**config.mk**
```make
export PLATFORM = sky130hd
export DESIGN_NAME = slot_table_with_compaction_top
export DESIGN_NICKNAME = d
export VERILOG_FILES = /design/src/rtl/core/stc_pkg.sv /design/src/rtl/core/stc_front.sv /design/src/rtl/core/stc_queue.sv /design/src/rtl/core/stc_back.sv /design/src/rtl/core/slot_table_with_compaction_top.sv
export SDC_FILE = /design/constraint.sdc
export NUM_CORES = 1
export LEC_CHECK = 0
export BUFFER_PORTS_ARGS = -buffer_cell sky130_fd_sc_hd__buf_4
export CORE_MARGIN = 1.5
export CORE_UTILIZATION = 62
export DETAILED_ROUTE_END_ITERATION = 8
export GPL_ROUTABILITY_DRIVEN = 0
export PLACE_DENSITY = 0.8
export RECOVER_POWER = 100
export SYNTH_ARGS = -nofsm -noshare
export SYNTH_HDL_FRONTEND = slang
export SYNTH_HIERARCHICAL = 1
export SYNTH_SLANG_ARGS = --single-unit
```
**constraint.sdc**
```tcl
create_clock -name i_clk -period 4.7 [get_ports i_clk]
set_input_delay 0.235 -clock i_clk [delete_from_list [all_inputs] [get_ports i_clk]]
set_output_delay 0.235 -clock i_clk [all_outputs]
set_load 0.01 [all_outputs]
```
**src/rtl/core/stc_pkg.sv**
```systemverilog
// ----------------------------------------------------------------------------
// Slot table package
// Shared types, command and status codes, and default sizes for the slot
// table with compaction.
// ----------------------------------------------------------------------------
package stc_pkg;

    localparam int SLOTS_DEF      = 8;
    localparam int DATA_WIDTH_DEF = 32;
    localparam int QUEUE_DEPTH    = 2;

    // Command codes on the input beat.
    localparam logic [1:0] CMD_INSERT  = 2'd0;
    localparam logic [1:0] CMD_DELETE  = 2'd1;
    localparam logic [1:0] CMD_COMPACT = 2'd2;
    localparam logic [1:0] CMD_NONE    = 2'd3;

    // Status codes on the result beat.
    localparam logic [1:0] ST_OK      = 2'd0;
    localparam logic [1:0] ST_FULL    = 2'd1;
    localparam logic [1:0] ST_EMPTY   = 2'd2;
    localparam logic [1:0] ST_BAD_POS = 2'd3;

    typedef struct packed {
        logic [1:0]         command;
        logic signed [31:0] value;
        logic [3:0]         position;
    } t_cmd;

    typedef struct packed {
        logic [1:0]         status;
        logic signed [31:0] removed_value;
        logic [3:0]         slot_used;
        logic [3:0]         occupied_count;
    } t_result;

    // Operation class decided by the front end.
    typedef enum logic [2:0] {
        OP_INSERT,
        OP_INSERT_ZERO,
        OP_DELETE,
        OP_BAD_POS,
        OP_COMPACT,
        OP_NOP
    } t_op_kind;

    typedef struct packed {
        t_op_kind           kind;
        logic signed [31:0] value;
        logic [3:0]         position;
    } t_op;

    typedef enum logic [2:0] {
        BK_IDLE,
        BK_EXEC,
        BK_INS_SCAN,
        BK_DEL_READ,
        BK_CMP_SCAN,
        BK_CMP_WRITE
    } t_back_state;

endpackage

```
**src/rtl/core/stc_front.sv**
```systemverilog
// ----------------------------------------------------------------------------
// Slot table front end
// Accepts command beats, classifies them and pushes them into the queue.
// ----------------------------------------------------------------------------
module stc_front
    import stc_pkg::*;
#(
    parameter int SLOTS      = SLOTS_DEF,
    parameter int DATA_WIDTH = DATA_WIDTH_DEF
) (
    input  logic i_start,
    input  t_cmd i_cmd,
    input  logic i_q_full,
    output logic o_push,
    output t_op  o_op,
    output logic o_busy
);

    localparam int IDX_W = (SLOTS > 1) ? $clog2(SLOTS) : 1;
    localparam int PW    = ((IDX_W > 4) ? IDX_W : 4) + 1;

    logic [PW-1:0]         pos_ext;
    logic                  pos_ok;
    logic [DATA_WIDTH-1:0] val_dw;

    assign o_busy  = i_q_full;
    assign o_push  = i_start && !i_q_full;
    assign pos_ext = PW'(i_cmd.position);
    assign pos_ok  = (pos_ext != '0) && (pos_ext <= PW'(SLOTS));
    // The empty test applies to the bits that would be stored.
    assign val_dw  = DATA_WIDTH'(i_cmd.value);

    always_comb begin
        o_op.value    = i_cmd.value;
        o_op.position = i_cmd.position;
        unique case (i_cmd.command)
            CMD_INSERT:  o_op.kind = (val_dw == '0) ? OP_INSERT_ZERO : OP_INSERT;
            CMD_DELETE:  o_op.kind = pos_ok ? OP_DELETE : OP_BAD_POS;
            CMD_COMPACT: o_op.kind = OP_COMPACT;
            default:     o_op.kind = OP_NOP;
        endcase
    end

endmodule

```
**src/rtl/core/stc_queue.sv**
```systemverilog
// ----------------------------------------------------------------------------
// Slot table operation queue
// Short FIFO that decouples the front end from the back end.
// ----------------------------------------------------------------------------
module stc_queue
    import stc_pkg::*;
(
    input  logic i_clk,
    input  logic i_rst_n,
    input  logic i_push,
    input  t_op  i_op,
    input  logic i_pop,
    output logic o_full,
    output logic o_valid,
    output t_op  o_op
);

    localparam int PTR_W  = (QUEUE_DEPTH > 1) ? $clog2(QUEUE_DEPTH) : 1;
    localparam int FILL_W = $clog2(QUEUE_DEPTH + 1);

    t_op               r_buf [QUEUE_DEPTH];
    logic [PTR_W-1:0]  r_wr_ptr;
    logic [PTR_W-1:0]  r_rd_ptr;
    logic [FILL_W-1:0] r_fill;
    logic [PTR_W-1:0]  n_wr_ptr;
    logic [PTR_W-1:0]  n_rd_ptr;

    assign o_full  = (r_fill == FILL_W'(QUEUE_DEPTH));
    assign o_valid = (r_fill != '0);
    assign o_op    = r_buf[r_rd_ptr];

    assign n_wr_ptr = (r_wr_ptr == PTR_W'(QUEUE_DEPTH - 1)) ? '0 : r_wr_ptr + 1'b1;
    assign n_rd_ptr = (r_rd_ptr == PTR_W'(QUEUE_DEPTH - 1)) ? '0 : r_rd_ptr + 1'b1;

    always_ff @(posedge i_clk) begin
        if (i_push) begin
            r_buf[r_wr_ptr] <= i_op;
        end
    end

    always_ff @(posedge i_clk) begin
        if (!i_rst_n) begin
            r_wr_ptr <= '0;
            r_rd_ptr <= '0;
            r_fill   <= '0;
        end else begin
            if (i_push) begin
                r_wr_ptr <= n_wr_ptr;
            end
            if (i_pop) begin
                r_rd_ptr <= n_rd_ptr;
            end
            if (i_push && !i_pop) begin
                r_fill <= r_fill + 1'b1;
            end else if (i_pop && !i_push) begin
                r_fill <= r_fill - 1'b1;
            end
        end
    end

endmodule

```
**src/rtl/core/stc_back.sv**
```systemverilog
// ----------------------------------------------------------------------------
// Slot table back end
// Holds the slot memory and occupancy bits and carries out insert, delete
// and compaction one operation at a time.
// ----------------------------------------------------------------------------
module stc_back
    import stc_pkg::*;
#(
    parameter int SLOTS      = SLOTS_DEF,
    parameter int DATA_WIDTH = DATA_WIDTH_DEF
) (
    input  logic    i_clk,
    input  logic    i_rst_n,
    input  logic    i_q_valid,
    input  t_op     i_q_op,
    output logic    o_q_pop,
    output logic    o_done,
    output t_result o_result
);

    localparam int IDX_W = (SLOTS > 1) ? $clog2(SLOTS) : 1;
    localparam int CW    = $clog2(SLOTS + 1);
    localparam int PW    = ((IDX_W > 4) ? IDX_W : 4) + 1;

    logic signed [DATA_WIDTH-1:0] r_mem [SLOTS];
    logic signed [DATA_WIDTH-1:0] r_rd_data;

    t_back_state      r_state;
    t_back_state      n_state;
    t_op              r_op;
    logic [SLOTS-1:0] r_occ;
    logic [SLOTS-1:0] n_occ;
    logic [CW-1:0]    r_count;
    logic [CW-1:0]    n_count;
    logic [IDX_W-1:0] r_ptr;
    logic [IDX_W-1:0] n_ptr;
    logic [IDX_W-1:0] r_dst;
    logic [IDX_W-1:0] n_dst;
    logic             r_done;
    t_result          r_result;

    logic                         mem_we;
    logic [IDX_W-1:0]             mem_waddr;
    logic signed [DATA_WIDTH-1:0] mem_wdata;
    logic                         mem_re;
    logic [IDX_W-1:0]             mem_raddr;
    logic                         emit;
    t_result                      emit_res;

    logic [PW-1:0]                pos_m1;
    logic [IDX_W-1:0]             del_idx;
    logic [IDX_W:0]               ptr_p1;
    logic                         table_full;
    logic                         cur_occ;
    logic                         ptr_at_dst;
    logic                         ptr_at_zero;
    logic signed [DATA_WIDTH-1:0] val_dw;

    assign pos_m1      = PW'(r_op.position) - PW'(1);
    assign del_idx     = pos_m1[IDX_W-1:0];
    assign ptr_p1      = {1'b0, r_ptr} + 1'b1;
    assign table_full  = (r_count == CW'(SLOTS));
    assign cur_occ     = r_occ[r_ptr];
    assign ptr_at_dst  = (r_ptr == r_dst);
    assign ptr_at_zero = (r_ptr == '0);
    assign val_dw      = DATA_WIDTH'(r_op.value);
    assign o_q_pop     = (r_state == BK_IDLE) && i_q_valid;
    assign o_done      = r_done;
    assign o_result    = r_result;

    // Next state.
    always_comb begin
        n_state = r_state;
        unique case (r_state)
            BK_IDLE: begin
                if (i_q_valid) begin
                    n_state = BK_EXEC;
                end
            end
            BK_EXEC: begin
                unique case (r_op.kind) inside
                    OP_INSERT:  n_state = table_full ? BK_IDLE : BK_INS_SCAN;
                    OP_DELETE:  n_state = r_occ[del_idx] ? BK_DEL_READ : BK_IDLE;
                    OP_COMPACT: n_state = BK_CMP_SCAN;
                    default:    n_state = BK_IDLE;
                endcase
            end
            BK_INS_SCAN: begin
                if (!cur_occ) begin
                    n_state = BK_IDLE;
                end
            end
            BK_DEL_READ: begin
                n_state = BK_IDLE;
            end
            BK_CMP_SCAN: begin
                if (cur_occ && !ptr_at_dst) begin
                    n_state = BK_CMP_WRITE;
                end else if (ptr_at_zero) begin
                    n_state = BK_IDLE;
                end
            end
            BK_CMP_WRITE: begin
                n_state = ptr_at_zero ? BK_IDLE : BK_CMP_SCAN;
            end
            default: begin
                n_state = BK_IDLE;
            end
        endcase
    end

    // Outputs and datapath next values.
    always_comb begin
        n_occ     = r_occ;
        n_count   = r_count;
        n_ptr     = r_ptr;
        n_dst     = r_dst;
        mem_we    = 1'b0;
        mem_waddr = r_ptr;
        mem_wdata = val_dw;
        mem_re    = 1'b0;
        mem_raddr = r_ptr;
        emit      = 1'b0;
        emit_res.status        = ST_OK;
        emit_res.removed_value = '0;
        emit_res.slot_used     = '0;
        unique case (r_state)
            BK_IDLE: begin
            end
            BK_EXEC: begin
                unique case (r_op.kind) inside
                    OP_INSERT: begin
                        if (table_full) begin
                            emit            = 1'b1;
                            emit_res.status = ST_FULL;
                        end else begin
                            n_ptr = '0;
                        end
                    end
                    OP_INSERT_ZERO: begin
                        emit            = 1'b1;
                        emit_res.status = table_full ? ST_FULL : ST_OK;
                    end
                    OP_DELETE: begin
                        if (r_occ[del_idx]) begin
                            mem_re    = 1'b1;
                            mem_raddr = del_idx;
                        end else begin
                            emit            = 1'b1;
                            emit_res.status = ST_EMPTY;
                        end
                    end
                    OP_BAD_POS: begin
                        emit            = 1'b1;
                        emit_res.status = ST_BAD_POS;
                    end
                    OP_COMPACT: begin
                        n_ptr = IDX_W'(SLOTS - 1);
                        n_dst = IDX_W'(SLOTS - 1);
                    end
                    default: begin
                        emit = 1'b1;
                    end
                endcase
            end
            BK_INS_SCAN: begin
                if (!cur_occ) begin
                    mem_we             = 1'b1;
                    n_occ[r_ptr]       = 1'b1;
                    n_count            = r_count + 1'b1;
                    emit               = 1'b1;
                    emit_res.slot_used = 4'(ptr_p1);
                end else begin
                    n_ptr = r_ptr + 1'b1;
                end
            end
            BK_DEL_READ: begin
                n_occ[del_idx]         = 1'b0;
                n_count                = r_count - 1'b1;
                emit                   = 1'b1;
                emit_res.removed_value = 32'(r_rd_data);
                emit_res.slot_used     = r_op.position;
            end
            BK_CMP_SCAN: begin
                // A value already sitting at the destination stays in place.
                if (cur_occ && !ptr_at_dst) begin
                    mem_re = 1'b1;
                end else begin
                    if (cur_occ) begin
                        n_dst = r_dst - 1'b1;
                    end
                    if (ptr_at_zero) begin
                        emit = 1'b1;
                    end else begin
                        n_ptr = r_ptr - 1'b1;
                    end
                end
            end
            BK_CMP_WRITE: begin
                mem_we       = 1'b1;
                mem_waddr    = r_dst;
                mem_wdata    = r_rd_data;
                n_occ[r_ptr] = 1'b0;
                n_occ[r_dst] = 1'b1;
                n_dst        = r_dst - 1'b1;
                if (ptr_at_zero) begin
                    emit = 1'b1;
                end else begin
                    n_ptr = r_ptr - 1'b1;
                end
            end
            default: begin
            end
        endcase
        emit_res.occupied_count = 4'(n_count);
    end

    always_ff @(posedge i_clk) begin
        if (mem_we) begin
            r_mem[mem_waddr] <= mem_wdata;
        end
        if (mem_re) begin
            r_rd_data <= r_mem[mem_raddr];
        end
    end

    always_ff @(posedge i_clk) begin
        if (o_q_pop) begin
            r_op <= i_q_op;
        end
        if (emit) begin
            r_result <= emit_res;
        end
        r_ptr <= n_ptr;
        r_dst <= n_dst;
    end

    always_ff @(posedge i_clk) begin
        if (!i_rst_n) begin
            r_state <= BK_IDLE;
            r_occ   <= '0;
            r_count <= '0;
            r_done  <= 1'b0;
        end else begin
            r_state <= n_state;
            r_occ   <= n_occ;
            r_count <= n_count;
            r_done  <= emit;
        end
    end

endmodule

```
**src/rtl/core/slot_table_with_compaction_top.sv**
```systemverilog
// ----------------------------------------------------------------------------
// Slot table with compaction
// Table of signed slots with insert, delete by position and stable
// compaction toward the highest slot.
// ----------------------------------------------------------------------------
// Usage:
//   A command beat (i_cmd) is taken on a rising edge where start is high and
//   busy is low. busy is high while the two-entry command queue is full.
//   Each command yields one result beat on o_result, marked by o_done for
//   exactly one cycle; the receiver must take it then, it cannot stall.
//   Insert into a full table, insert of zero, bad position, delete of an
//   empty slot and an unused command finish without a slot scan. Insert
//   scans upward from slot 0 to the lowest empty slot; delete reads the
//   slot and frees it; compact scans every slot from the highest down and
//   moves each value that is not yet at its destination.
//   The back end runs one command at a time. Its slot scan, one slot per cycle
//   but held while compaction writes a moved value, goes through a single-port
//   slot memory and sets the rate; up to two further commands wait in the queue.
//   Reset clears all occupancy bits, so every slot reads as empty at once.
// ----------------------------------------------------------------------------
module slot_table_with_compaction_top
    import stc_pkg::*;
#(
    parameter int SLOTS      = SLOTS_DEF,
    parameter int DATA_WIDTH = DATA_WIDTH_DEF
) (
    input  logic    i_clk,
    input  logic    i_rst_n,
    input  logic    start,
    output logic    busy,
    input  t_cmd    i_cmd,
    output logic    o_done,
    output t_result o_result
);

    logic q_push;
    logic q_full;
    logic q_valid;
    logic q_pop;
    t_op  front_op;
    t_op  q_op;

    stc_front #(
        .SLOTS      (SLOTS),
        .DATA_WIDTH (DATA_WIDTH)
    ) u_front (
        .i_start  (start),
        .i_cmd    (i_cmd),
        .i_q_full (q_full),
        .o_push   (q_push),
        .o_op     (front_op),
        .o_busy   (busy)
    );

    stc_queue u_queue (
        .i_clk   (i_clk),
        .i_rst_n (i_rst_n),
        .i_push  (q_push),
        .i_op    (front_op),
        .i_pop   (q_pop),
        .o_full  (q_full),
        .o_valid (q_valid),
        .o_op    (q_op)
    );

    stc_back #(
        .SLOTS      (SLOTS),
        .DATA_WIDTH (DATA_WIDTH)
    ) u_back (
        .i_clk     (i_clk),
        .i_rst_n   (i_rst_n),
        .i_q_valid (q_valid),
        .i_q_op    (q_op),
        .o_q_pop   (q_pop),
        .o_done    (o_done),
        .o_result  (o_result)
    );

endmodule
```
==> results of run 1 <==
[kinds of logic after synthesis]
family / count (synthesis) / synth area share [%]
XOR/XNOR: 11 / 0.443
adder cells (fa/ha/maj): 11 / 0.620
AO/OA/AOI/OAI: 350 / 10.8
multiplexers: 148 / 6.83
AND/OR/NAND/NOR: 890 / 16.7
flip-flops: 474 / 59.9
buffers and inverters: 213 / 4.69
[layer usage]
metal	track usage [%]	part of all wire, %
met5	0	0
met1	40.3	39
met2	48.8	49
met4	10.9	3.1
met3	4.70	8.6
[final timing paths]
kind              cells after the start                            from                              to  slack [ps]
setup / recovery                      6  u_back/r_state[2]$_SDFFE_PN0P_   u_back/r_mem[6][31]$_DFFE_PP_         400
setup reg to reg                      6  u_back/r_state[2]$_SDFFE_PN0P_   u_back/r_mem[6][31]$_DFFE_PP_         400
hold / removal                        2                         i_rst_n   u_queue/r_wr_ptr$_SDFFE_PN0P_          10
hold reg to reg                       2  u_queue/r_fill[1]$_SDFFE_PN0P_  u_queue/r_fill[1]$_SDFFE_PN0P_         530
[cells in the final DEF (no fill, tap or decap), drive strengths merged, types with 7 or more instances in the layout]
master,Yosys,layout
o31a,7,7
mux2i,71,71
and2,7,7
dlygate4sd3,0,37
nor4,11,11
xnor2,7,7
ha,10,10
nor2,162,162
o21a,10,10
a22oi,130,130
and3,36,36
buf,102,27
nor3,11,11
a211oi,130,130
edfxtp,453,453
nand2,504,504
clkbuf,93,154
dfxtp,21,21
o21ai,22,22
nand3,7,7
nand2b,132,132
inv,17,17
clkinv,1,17
a31oi,8,8
a21oi,22,22
mux2,75,75
[final cells by class]
cell class | instances | area, um2
clock buffers | 61 | 1280
clock inverters | 21 | 183
fillers | 2627 | 11900
inverters | 18 | 68.8
multi-input cells | 1410 | 8400
flip-flops and latches | 474 | 14000
well taps | 511 | 639
repair buffers | 157 | 933
[what timing repair did]
item | 4_1_cts | 5_1_grt
hold buffers | 37 | 0
endpoints found under the hold margin | 74 | 0
gates resized for setup | 0 | 0
[Yosys cell counts, types with 3 or more instances]
master and number:
a32oi_1 3, buf_6 11, nand2b_1 132, dfxtp_1 21, a2111oi_0 3, mux2_2 73, nor2_1 162, a211oi_1 130
o31ai_1 5, nor4_1 9, clkbuf_1 92, nand2_1 503, a22oi_1 130, buf_4 41, and3_1 36, buf_2 47
a31oi_1 8, nor2b_1 6, nand4_1 3, ha_1 10, a21oi_1 21, nand3_1 7, xnor2_1 6, and2_1 7
inv_1 16, xor2_1 4, o21ai_0 20, mux2i_1 71, o31a_1 7, edfxtp_1 453, buf_1 3, o21a_1 10
nor3_1 10, or3_1 4
[registers in the layout, summed over array words and instances, names as in the netlist, 2 cells and up, named ones only]
name              cells
u_back/r_rd_data     32
u_back/r_state        3
u_back/r_mem        256
u_back/r_ptr          3
u_back/o_result      42
u_back/r_occ          8
u_queue/r_buf        78
u_back/r_dst          3
u_queue/r_fill        2
u_back/r_count        4
u_back/r_op           7
u_back/val_dw        32
[power by group]
part           internal, mW  switching, mW  total [mW]
Clock                  2.08           1.55        3.63
Combinational          1.64           2.95        4.59
Sequential             5.55          0.245        5.80
[per-stage QoR]
step,area (um2),hold slack [ps],utilization (%),total power [mW]
2_1_floorplan,23400,353,-,9.27
3_3_place_gp,24100,429,64.4,10.2
3_5_place_dp,24100,431,64.4,10.4
4_1_cts,25900,5.33,69.3,14.0
5_1_grt,25500,26.6,68.3,14.6
6_report,25500,13.3,68.3,14.0
==> results.sh, run 1 <==
export IMPL_status="finished, violations left"
export IMPL_violations="capacitance limit, slew limit"
export IMPL_antenna_found_initial=0
export IMPL_syn_nets=2149
export IMPL_rsz0062_at_grt="false"
export IMPL_fp_coreArea_mm2=0.0374
export IMPL_hold_violations=0
export IMPL_ios=85
export IMPL_num_rows=71
export IMPL_slowest_delay_ps=1050
export IMPL_cp_end_kind="register"
export IMPL_clock_fmax_mhz=233
export IMPL_die_w_um=197
export IMPL_synth_edf_count=453
export IMPL_pre_cts_slack_ps=644
export IMPL_areaGrowthSynthToFinish_pct=9.02
export IMPL_clock_skew_ps=17.8
export IMPL_crit_chain="nor2b_1 -> and2_0 -> clkbuf_1 -> a31oi_1 -> nor2_4 -> clkbuf_4"
export IMPL_final_nets=2160
export IMPL_dieArea_mm2=0.0390
export IMPL_dp_cells=2533
export IMPL_synth_top_area_share_pct=58.1
export IMPL_postRouteAntennaNets=0
export IMPL_synthArstFlopShare_pct=0
export IMPL_cts_tree="done"
export IMPL_clk_pin_slew_ps=60
export IMPL_fin_ws_ps=399
export IMPL_synthCells=2097
export IMPL_overflow=0
export IMPL_period_minus_slack_ps=4300
export IMPL_p_leak_nw=9.10
export IMPL_grt_pass1_wl_um=89200
export IMPL_grt_max_degree=129
export IMPL_startpoint_type="register"
export IMPL_syn_area_mm2=0.0234
export IMPL_cp_data_required_time_ps=4890
export IMPL_synth_cell_types=59
export IMPL_cp_top_family="buffers and inverters"
export IMPL_finalSetupViolations=0
export IMPL_final_max_slew_violation_count=210
export IMPL_min_path_type="input pin to register"
export IMPL_arrival_ps=4490
export IMPL_totalWireLength_um=57900
export IMPL_max_slew_margin_pct=-76.8
export IMPL_cp_max_fo=22
export IMPL_h_tree_depth=2
export IMPL_yosysSeqAreaShare_pct=59.9
export IMPL_dieHeight_um=197
export IMPL_clockBufferDepth=3
export IMPL_setup_tns_final_ps=0
export IMPL_syn_avg_cell_area_um2=11.2
export IMPL_yosys_warnings=6
export IMPL_drt_drc_violations_left=0
export IMPL_wl_per_cell_um=21.8
export IMPL_routed_via_count=16600
export IMPL_avgViaCountPerCell=6.27
export IMPL_maxCapViolations=7
export IMPL_grt_pass1_vias=16100
export IMPL_crit_path_top_delay_cell="clkbuf_1"
export IMPL_cts_buffers=47
export IMPL_clock_latency_ps=570
export IMPL_synthTopCellsByArea="edfxtp_1 58%, nand2_1 8.1%, a211oi_1 4.2%, a22oi_1 4.2%, nand2b_1 3.5%"
export IMPL_initial_core_util_pct=62.6
export IMPL_period_share_pct=91.5
export IMPL_path_class="register to register"
export IMPL_first_pass_iters=8
export IMPL_synth_area_leader_cell="edfxtp_1"
export IMPL_final_layout_size_suffix_gt1_share_pct=8.83
export IMPL_port_buffers=84
export IMPL_diodes=0
export IMPL_ys_flop_type="edfxtp_1"
export IMPL_path_buf_inv=2
export IMPL_p_per_area_mw_per_mm2=549
export IMPL_cts_sinks=474
export IMPL_ys_ff_latch=474
export IMPL_hpwl_um=31900
export IMPL_globalRouteTotalUtil_pct=29.7
export IMPL_drtIter0Drc=1843
export IMPL_cts_root_buf="clkbuf_16"
export IMPL_fin_cells=2652
export IMPL_peakVddDrop_mv=0.487
export IMPL_worst_slew_pin_slew_ps=2650
export IMPL_post_cts_repair_setup_buffers=0
Power figures use the tool's default switching activity.
==> run 2, diff against run 1 <==
- RECOVER_POWER: 100 -> unset
==> run 2 against run 1 <==
The run now ends clean; largest cell class unchanged; design area grew 1.5%; sequential share of layout area shrank 0.80 points; global-route usage unchanged; setup slack improved by 140 ps; wire length rose by 0.17%; worst hold slack better by 5.4 ps; count of clock-buffer cells in the layout is the same; core utilization increased by 1.0 points; flip-flop and latch count unchanged; non-clock buffer count unchanged; critical path type unchanged; clock power about the same.
==> results.sh, run 2 (synthesis results as in run 1) <==
export IMPL_worst_hold_slack_ps=18.7
export IMPL_antenna_found_initial=0
export IMPL_grt_pass1_vias=16100
export IMPL_areaGrowthSynthToFinish_pct=10.6
export IMPL_status="complete, no violations"
export IMPL_hpwl_um=31900
export IMPL_cpMostUsedCell="mux2_2"
export IMPL_num_rows=71
export IMPL_avgViaCountPerCell=6.33
export IMPL_startpoint_type="register"
export IMPL_p_per_area_mw_per_mm2=545
export IMPL_arrival_ps=4480
export IMPL_fp_coreArea_mm2=0.0374
export IMPL_final_cell_mix="503 x nand2_1, 453 x edfxtp_1, 153 x nor2_1"
export IMPL_cp_data_required_time_ps=5010
export IMPL_port_buffers=84
export IMPL_crit_path_top_delay_cell="o21ai_4"
export IMPL_clk_pin_slew_ps=70
export IMPL_ios=85
export IMPL_p_switching_mw=4.76
export IMPL_postRouteAntennaNets=0
export IMPL_seq_power_share_pct=41.0
export IMPL_clock_latency_ps=570
export IMPL_cts_root_buf="clkbuf_16"
export IMPL_grt_pass1_wl_um=89200
export IMPL_hold_violations=0
export IMPL_rsz0062_at_grt="false"
export IMPL_period_minus_slack_ps=4160
export IMPL_h_tree_depth=2
export IMPL_maxCapViolations=0
export IMPL_die_w_um=197
export IMPL_fin_ws_ps=536
export IMPL_clockBufferDepth=3
export IMPL_drt_drc_violations_left=0
export IMPL_dp_cells=2533
export IMPL_p_leak_nw=9.43
export IMPL_top_register="u_back/r_mem"
export IMPL_slowest_delay_ps=740
export IMPL_diodes=0
export IMPL_path_class="register to register"
export IMPL_crit_chain="inv_2 -> ha_4 -> mux2_2 -> mux4_4 -> nand2_2 -> o21ai_4 -> buf_4 -> mux2i_1 -> mux2_2"
export IMPL_totalWireLength_um=58000
export IMPL_dieHeight_um=197
export IMPL_initial_core_util_pct=62.6
export IMPL_p_int_mw=9.35
export IMPL_cp_end_kind="register"
export IMPL_fin_area_mm2=0.0259
export IMPL_final_nets=2160
export IMPL_comb_power_share_pct=33.3
export IMPL_clock_skew_ps=17.2
export IMPL_clock_fmax_mhz=240
export IMPL_min_path_type="input pin to register"
export IMPL_overflow=0
export IMPL_wl_per_cell_um=21.9
export IMPL_first_pass_iters=6
export IMPL_swShare_pct=33.7
export IMPL_clkPwrFrac_pct=25.7
export IMPL_period_share_pct=88.6
export IMPL_path_buf_inv=2
export IMPL_finalSetupViolations=0
export IMPL_cts_tree="done"
export IMPL_final_layout_size_suffix_gt1_share_pct=13.4
export IMPL_grt_max_degree=129
export IMPL_cts_resized=0
export IMPL_post_cts_repair_setup_buffers=0
export IMPL_worst_slew_pin_slew_ps=1190
export IMPL_cp_top_family="multiplexers"
export IMPL_cts_sinks=474
export IMPL_peakVddDrop_mv=0.486
export IMPL_placed_area_mm2=0.0241
export IMPL_final_util_pct=69.3
export IMPL_setup_tns_final_ps=0
export IMPL_cts_buffers=47
export IMPL_dieArea_mm2=0.0390
export IMPL_cp_max_fo=66
export IMPL_routed_via_count=16800
export IMPL_fin_cells=2652
export IMPL_largest_reg_flops=256
export IMPL_layout_commonest_cell="nand2_1"
export IMPL_globalRouteTotalUtil_pct=29.7
export IMPL_pre_cts_slack_ps=644
export IMPL_max_slew_margin_pct=20.3
export IMPL_power_mw=14.1
export IMPL_drtIter0Drc=1853
export IMPL_final_max_slew_violation_count=0
-- run 2: cell type report --
class / instances / area [um2]
Clock inverter: 21 / 183
Sequential cell: 474 / 14000
Timing Repair Buffer: 157 / 1270
Fill cell: 2511 / 11500
Multi-Input combinational cell: 1410 / 8450
Clock buffer: 61 / 1280
Tap cell: 511 / 639
Inverter: 18 / 68.8
-- run 2: what timing repair did --
item	4_1_cts	5_1_grt
hold buffers	37	0
hold endpoints to repair	74	0
setup endpoints to repair	0	0
-- run 2: power by group through the flow --
stage	sequential [mW]	combinational (mW)	clock (mW)
finish	5.79	4.70	3.63
global route	5.82	5.10	3.81
CTS	5.77	4.62	3.64
detailed placement	5.85	4.56	0
global placement	5.83	4.36	0
floorplan	5.79	3.48	0
-- run 2: final timing paths --
kind | startpoint | to | slack [ps] | cells after the start
max | u_back/r_op[0]$_DFFE_PP_ | u_back/r_rd_data[23]$_DFFE_PP_ | 540 | 9
min | i_rst_n | u_queue/r_wr_ptr$_SDFFE_PN0P_ | 20 | 2
max reg2reg | u_back/r_op[0]$_DFFE_PP_ | u_back/r_rd_data[23]$_DFFE_PP_ | 540 | 9
min reg2reg | u_queue/r_fill[1]$_SDFFE_PN0P_ | u_queue/r_fill[1]$_SDFFE_PN0P_ | 510 | 2
-- run 2: metal layers --
metal | GRT usage (%) | wire length (um)
met1 | 40.3 | 22900
met2 | 48.8 | 28300
met3 | 4.70 | 5020
met4 | 10.9 | 1850
met5 | 0 | 0
==> run 3, diff against run 2 <==
- SYNTH_HIERARCHICAL: 1 -> unset
==> run 3 against run 2 <==
Final cell count fell by 5.4%; combinational power fell by 19%; fmax rose by 10%; die area fell by 1.1%; highest routed layer unchanged; sequential share of layout area fell by 0.13 points; design area rose by 0.11%; synthesized cell count fell by 6.8%; largest cell class unchanged; power fell by 5.5%; critical endpoint is now u_back.r_rd_data[29]$_DFFE_PP_.
==> results.sh, run 3 <==
export IMPL_status="complete, no violations"
export IMPL_yosys_warnings=0
export IMPL_finalSetupViolations=0
export IMPL_p_per_area_mw_per_mm2=514
export IMPL_drt_drc_violations_left=0
export IMPL_slowest_delay_ps=980
export IMPL_clock_fmax_mhz=265
export IMPL_grt_busiest_layer="met2"
export IMPL_cts_resized=0
export IMPL_port_buffers=84
export IMPL_cts_root_buf="clkbuf_16"
export IMPL_fin_cells=2508
export IMPL_path_class="register to register"
export IMPL_cp_data_required_time_ps=5000
export IMPL_final_layout_size_suffix_gt1_share_pct=17.5
export IMPL_antenna_found_initial=0
export IMPL_globalRouteTotalUtil_pct=29.8
export IMPL_die_w_um=196
export IMPL_syn_area_mm2=0.0232
export IMPL_h_tree_depth=2
export IMPL_clock_latency_ps=570
export IMPL_synth_cell_types=56
export IMPL_clk_pin_slew_ps=70
export IMPL_cp_max_fo=64
export IMPL_r2r_cells=9
export IMPL_max_slew_margin_pct=23.4
export IMPL_pre_cts_slack_ps=984
export IMPL_dieArea_mm2=0.0385
export IMPL_path_buf_inv=3
export IMPL_maxCapViolations=0
export IMPL_period_minus_slack_ps=3780
export IMPL_arrival_ps=4080
export IMPL_grt_max_degree=132
export IMPL_totalWireLength_um=56800
export IMPL_ys_ff_latch=473
export IMPL_peakVddDrop_mv=0.434
export IMPL_hold_path_depth=2
export IMPL_fp_coreArea_mm2=0.0367
export IMPL_avgViaCountPerCell=6.47
export IMPL_num_rows=70
export IMPL_diodes=0
export IMPL_ios=85
export IMPL_postRouteAntennaNets=0
export IMPL_synthArstFlopShare_pct=0
export IMPL_cts_tree="done"
export IMPL_rsz0062_at_grt="false"
export IMPL_clockBufferDepth=3
export IMPL_syn_nets=2003
export IMPL_synthTopCellsByArea="edfxtp_1 59%, nand2_1 6.5%, mux2_2 5.1%, a211oi_1 4.1%, nand2b_1 3.6%"
export IMPL_final_max_slew_violation_count=0
export IMPL_gr_usage_met2_pct=49.4
export IMPL_clock_skew_ps=18.4
export IMPL_worst_slew_pin_slew_ps=1150
export IMPL_routed_via_count=16200
export IMPL_areaGrowthSynthToFinish_pct=12.0
export IMPL_layout_commonest_cell="edfxtp_1"
export IMPL_hp_start="i_rst_n"
export IMPL_period_share_pct=80.4
export IMPL_grt_pass1_wl_um=88100
export IMPL_min_to="u_back.r_occ[1]$_SDFFE_PN0P_"
export IMPL_top_register="u_back.r_mem"
export IMPL_synth_top_area_share_pct=58.7
export IMPL_initial_core_util_pct=63.1
export IMPL_largest_reg_flops=256
export IMPL_wl_per_cell_um=22.6
export IMPL_hold_violations=0
export IMPL_first_pass_iters=5
export IMPL_dp_cells=2385
export IMPL_ys_flop_type="edfxtp_1"
export IMPL_setup_tns_final_ps=0
export IMPL_synth_most_common_cell="edfxtp_1"
export IMPL_cp_top_family="multiplexers"
export IMPL_drtIter0Drc=2094
export IMPL_r2r_start="u_back.r_op[0]$_DFFE_PP_"
export IMPL_ctsHoldBuffers=37
export IMPL_hpwl_um=30900
export IMPL_syn_avg_cell_area_um2=11.9
export IMPL_cts_buffers=47
export IMPL_grt_pass1_vias=16000
export IMPL_synth_edf_count=453
export IMPL_synthCells=1954
export IMPL_dieHeight_um=196
export IMPL_synth_area_leader_cell="edfxtp_1"
export IMPL_startpoint_type="register"
export IMPL_worst_hold_slack_ps=28.7
export IMPL_crit_path_top_delay_cell="mux4_4"
export IMPL_min_path_type="input pin to register"
export IMPL_final_util_pct=70.7
export IMPL_crit_chain="buf_4 -> inv_1 -> ha_4 -> mux4_4 -> o21ai_1 -> o21ai_4 -> buf_12 -> mux2i_1 -> mux2_2"
export IMPL_final_nets=2052
export IMPL_cts_sinks=473
export IMPL_final_cell_mix="453 x edfxtp_1, 403 x nand2_1, 149 x nor2_1"
export IMPL_gr_usage_met3_pct=3.75
export IMPL_cp_end_kind="register"
export IMPL_overflow=0
export IMPL_yosysSeqAreaShare_pct=60.5
export IMPL_r2r_end="u_back.r_rd_data[29]$_DFFE_PP_"
export IMPL_fin_ws_ps=923
export IMPL_regToRegSetupSlack_ps=920
export IMPL_p_leak_nw=9.23
export IMPL_post_cts_repair_setup_buffers=0
export IMPL_grt_util_met1_pct=41.0
export IMPL_synthTopCellsByCount="453 x edfxtp_1, 403 x nand2_1, 158 x nor2_1"
## run 3: how the worst max path moves through the flow
| stage | start | cells past startpoint | slack, ps | to |
|---|---|---|---|---|
| after floorplan | u_back.r_ptr[0]$_DFFE_PP_ | 5 | 500 | u_back.r_rd_data[0]$_DFFE_PP_ |
| after global placement | u_back.r_op[0]$_DFFE_PP_ | 9 | 1060 | u_back.o_result[17]$_SDFFCE_PN0P_ |
| after CTS | u_back.r_op[0]$_DFFE_PP_ | 9 | 920 | u_back.o_result[10]$_SDFFCE_PN0P_ |
| after detailed placement | u_back.r_op[0]$_DFFE_PP_ | 9 | 980 | u_back.r_rd_data[29]$_DFFE_PP_ |
| final | u_back.r_op[0]$_DFFE_PP_ | 9 | 920 | u_back.r_rd_data[29]$_DFFE_PP_ |
| after global routing | u_back.r_op[0]$_DFFE_PP_ | 9 | 770 | u_back.o_result[9]$_SDFFCE_PN0P_ |
## run 3: layer usage
layer,vias up,share of wire [%]
met5,-,0
met3,129,9.4
met4,0,2.7
li1,7221,-
met2,952,49
met1,7925,39
## run 3: cell families (layout without fill, tap and decap cells)
logic type | after synthesis | in the layout | synth area share, %
AND/OR/NAND/NOR | 780 | 780 | 15.1
XOR/XNOR | 15 | 15 | 0.600
buffers and inverters | 169 | 255 | 3.58
flip-flops | 473 | 473 | 60.5
AO/OA/AOI/OAI | 328 | 328 | 11.2
multiplexers | 181 | 181 | 8.62
adder cells (fa/ha/maj) | 8 | 8 | 0.465
## run 3: report_power, final
part           internal [mW]  leakage, nW  switching [mW]
clock                   2.03        0.714            1.59
sequential              5.53         4.30           0.364
combinational           1.48         4.21            2.34
total                   9.03         9.23            4.30
## run 3: final cells by class
type / instances / area (um2)
clock inverter: 32 / 239
inverter: 15 / 57.6
tap: 468 / 586
fill: 2305 / 10800
sequential: 473 / 14000
clock buffer: 54 / 1220
timing repair buffer: 154 / 1340
multi-input combinational: 1312 / 8490
## run 3: per-stage QoR
stage                     power (mW)  cell area [um2]
after floorplan                 8.58            23200
after global placement          9.49            24100
after detailed placement        9.66            24100
after CTS                       13.3            25900
after global routing            13.9            25900
final                           13.3            25900
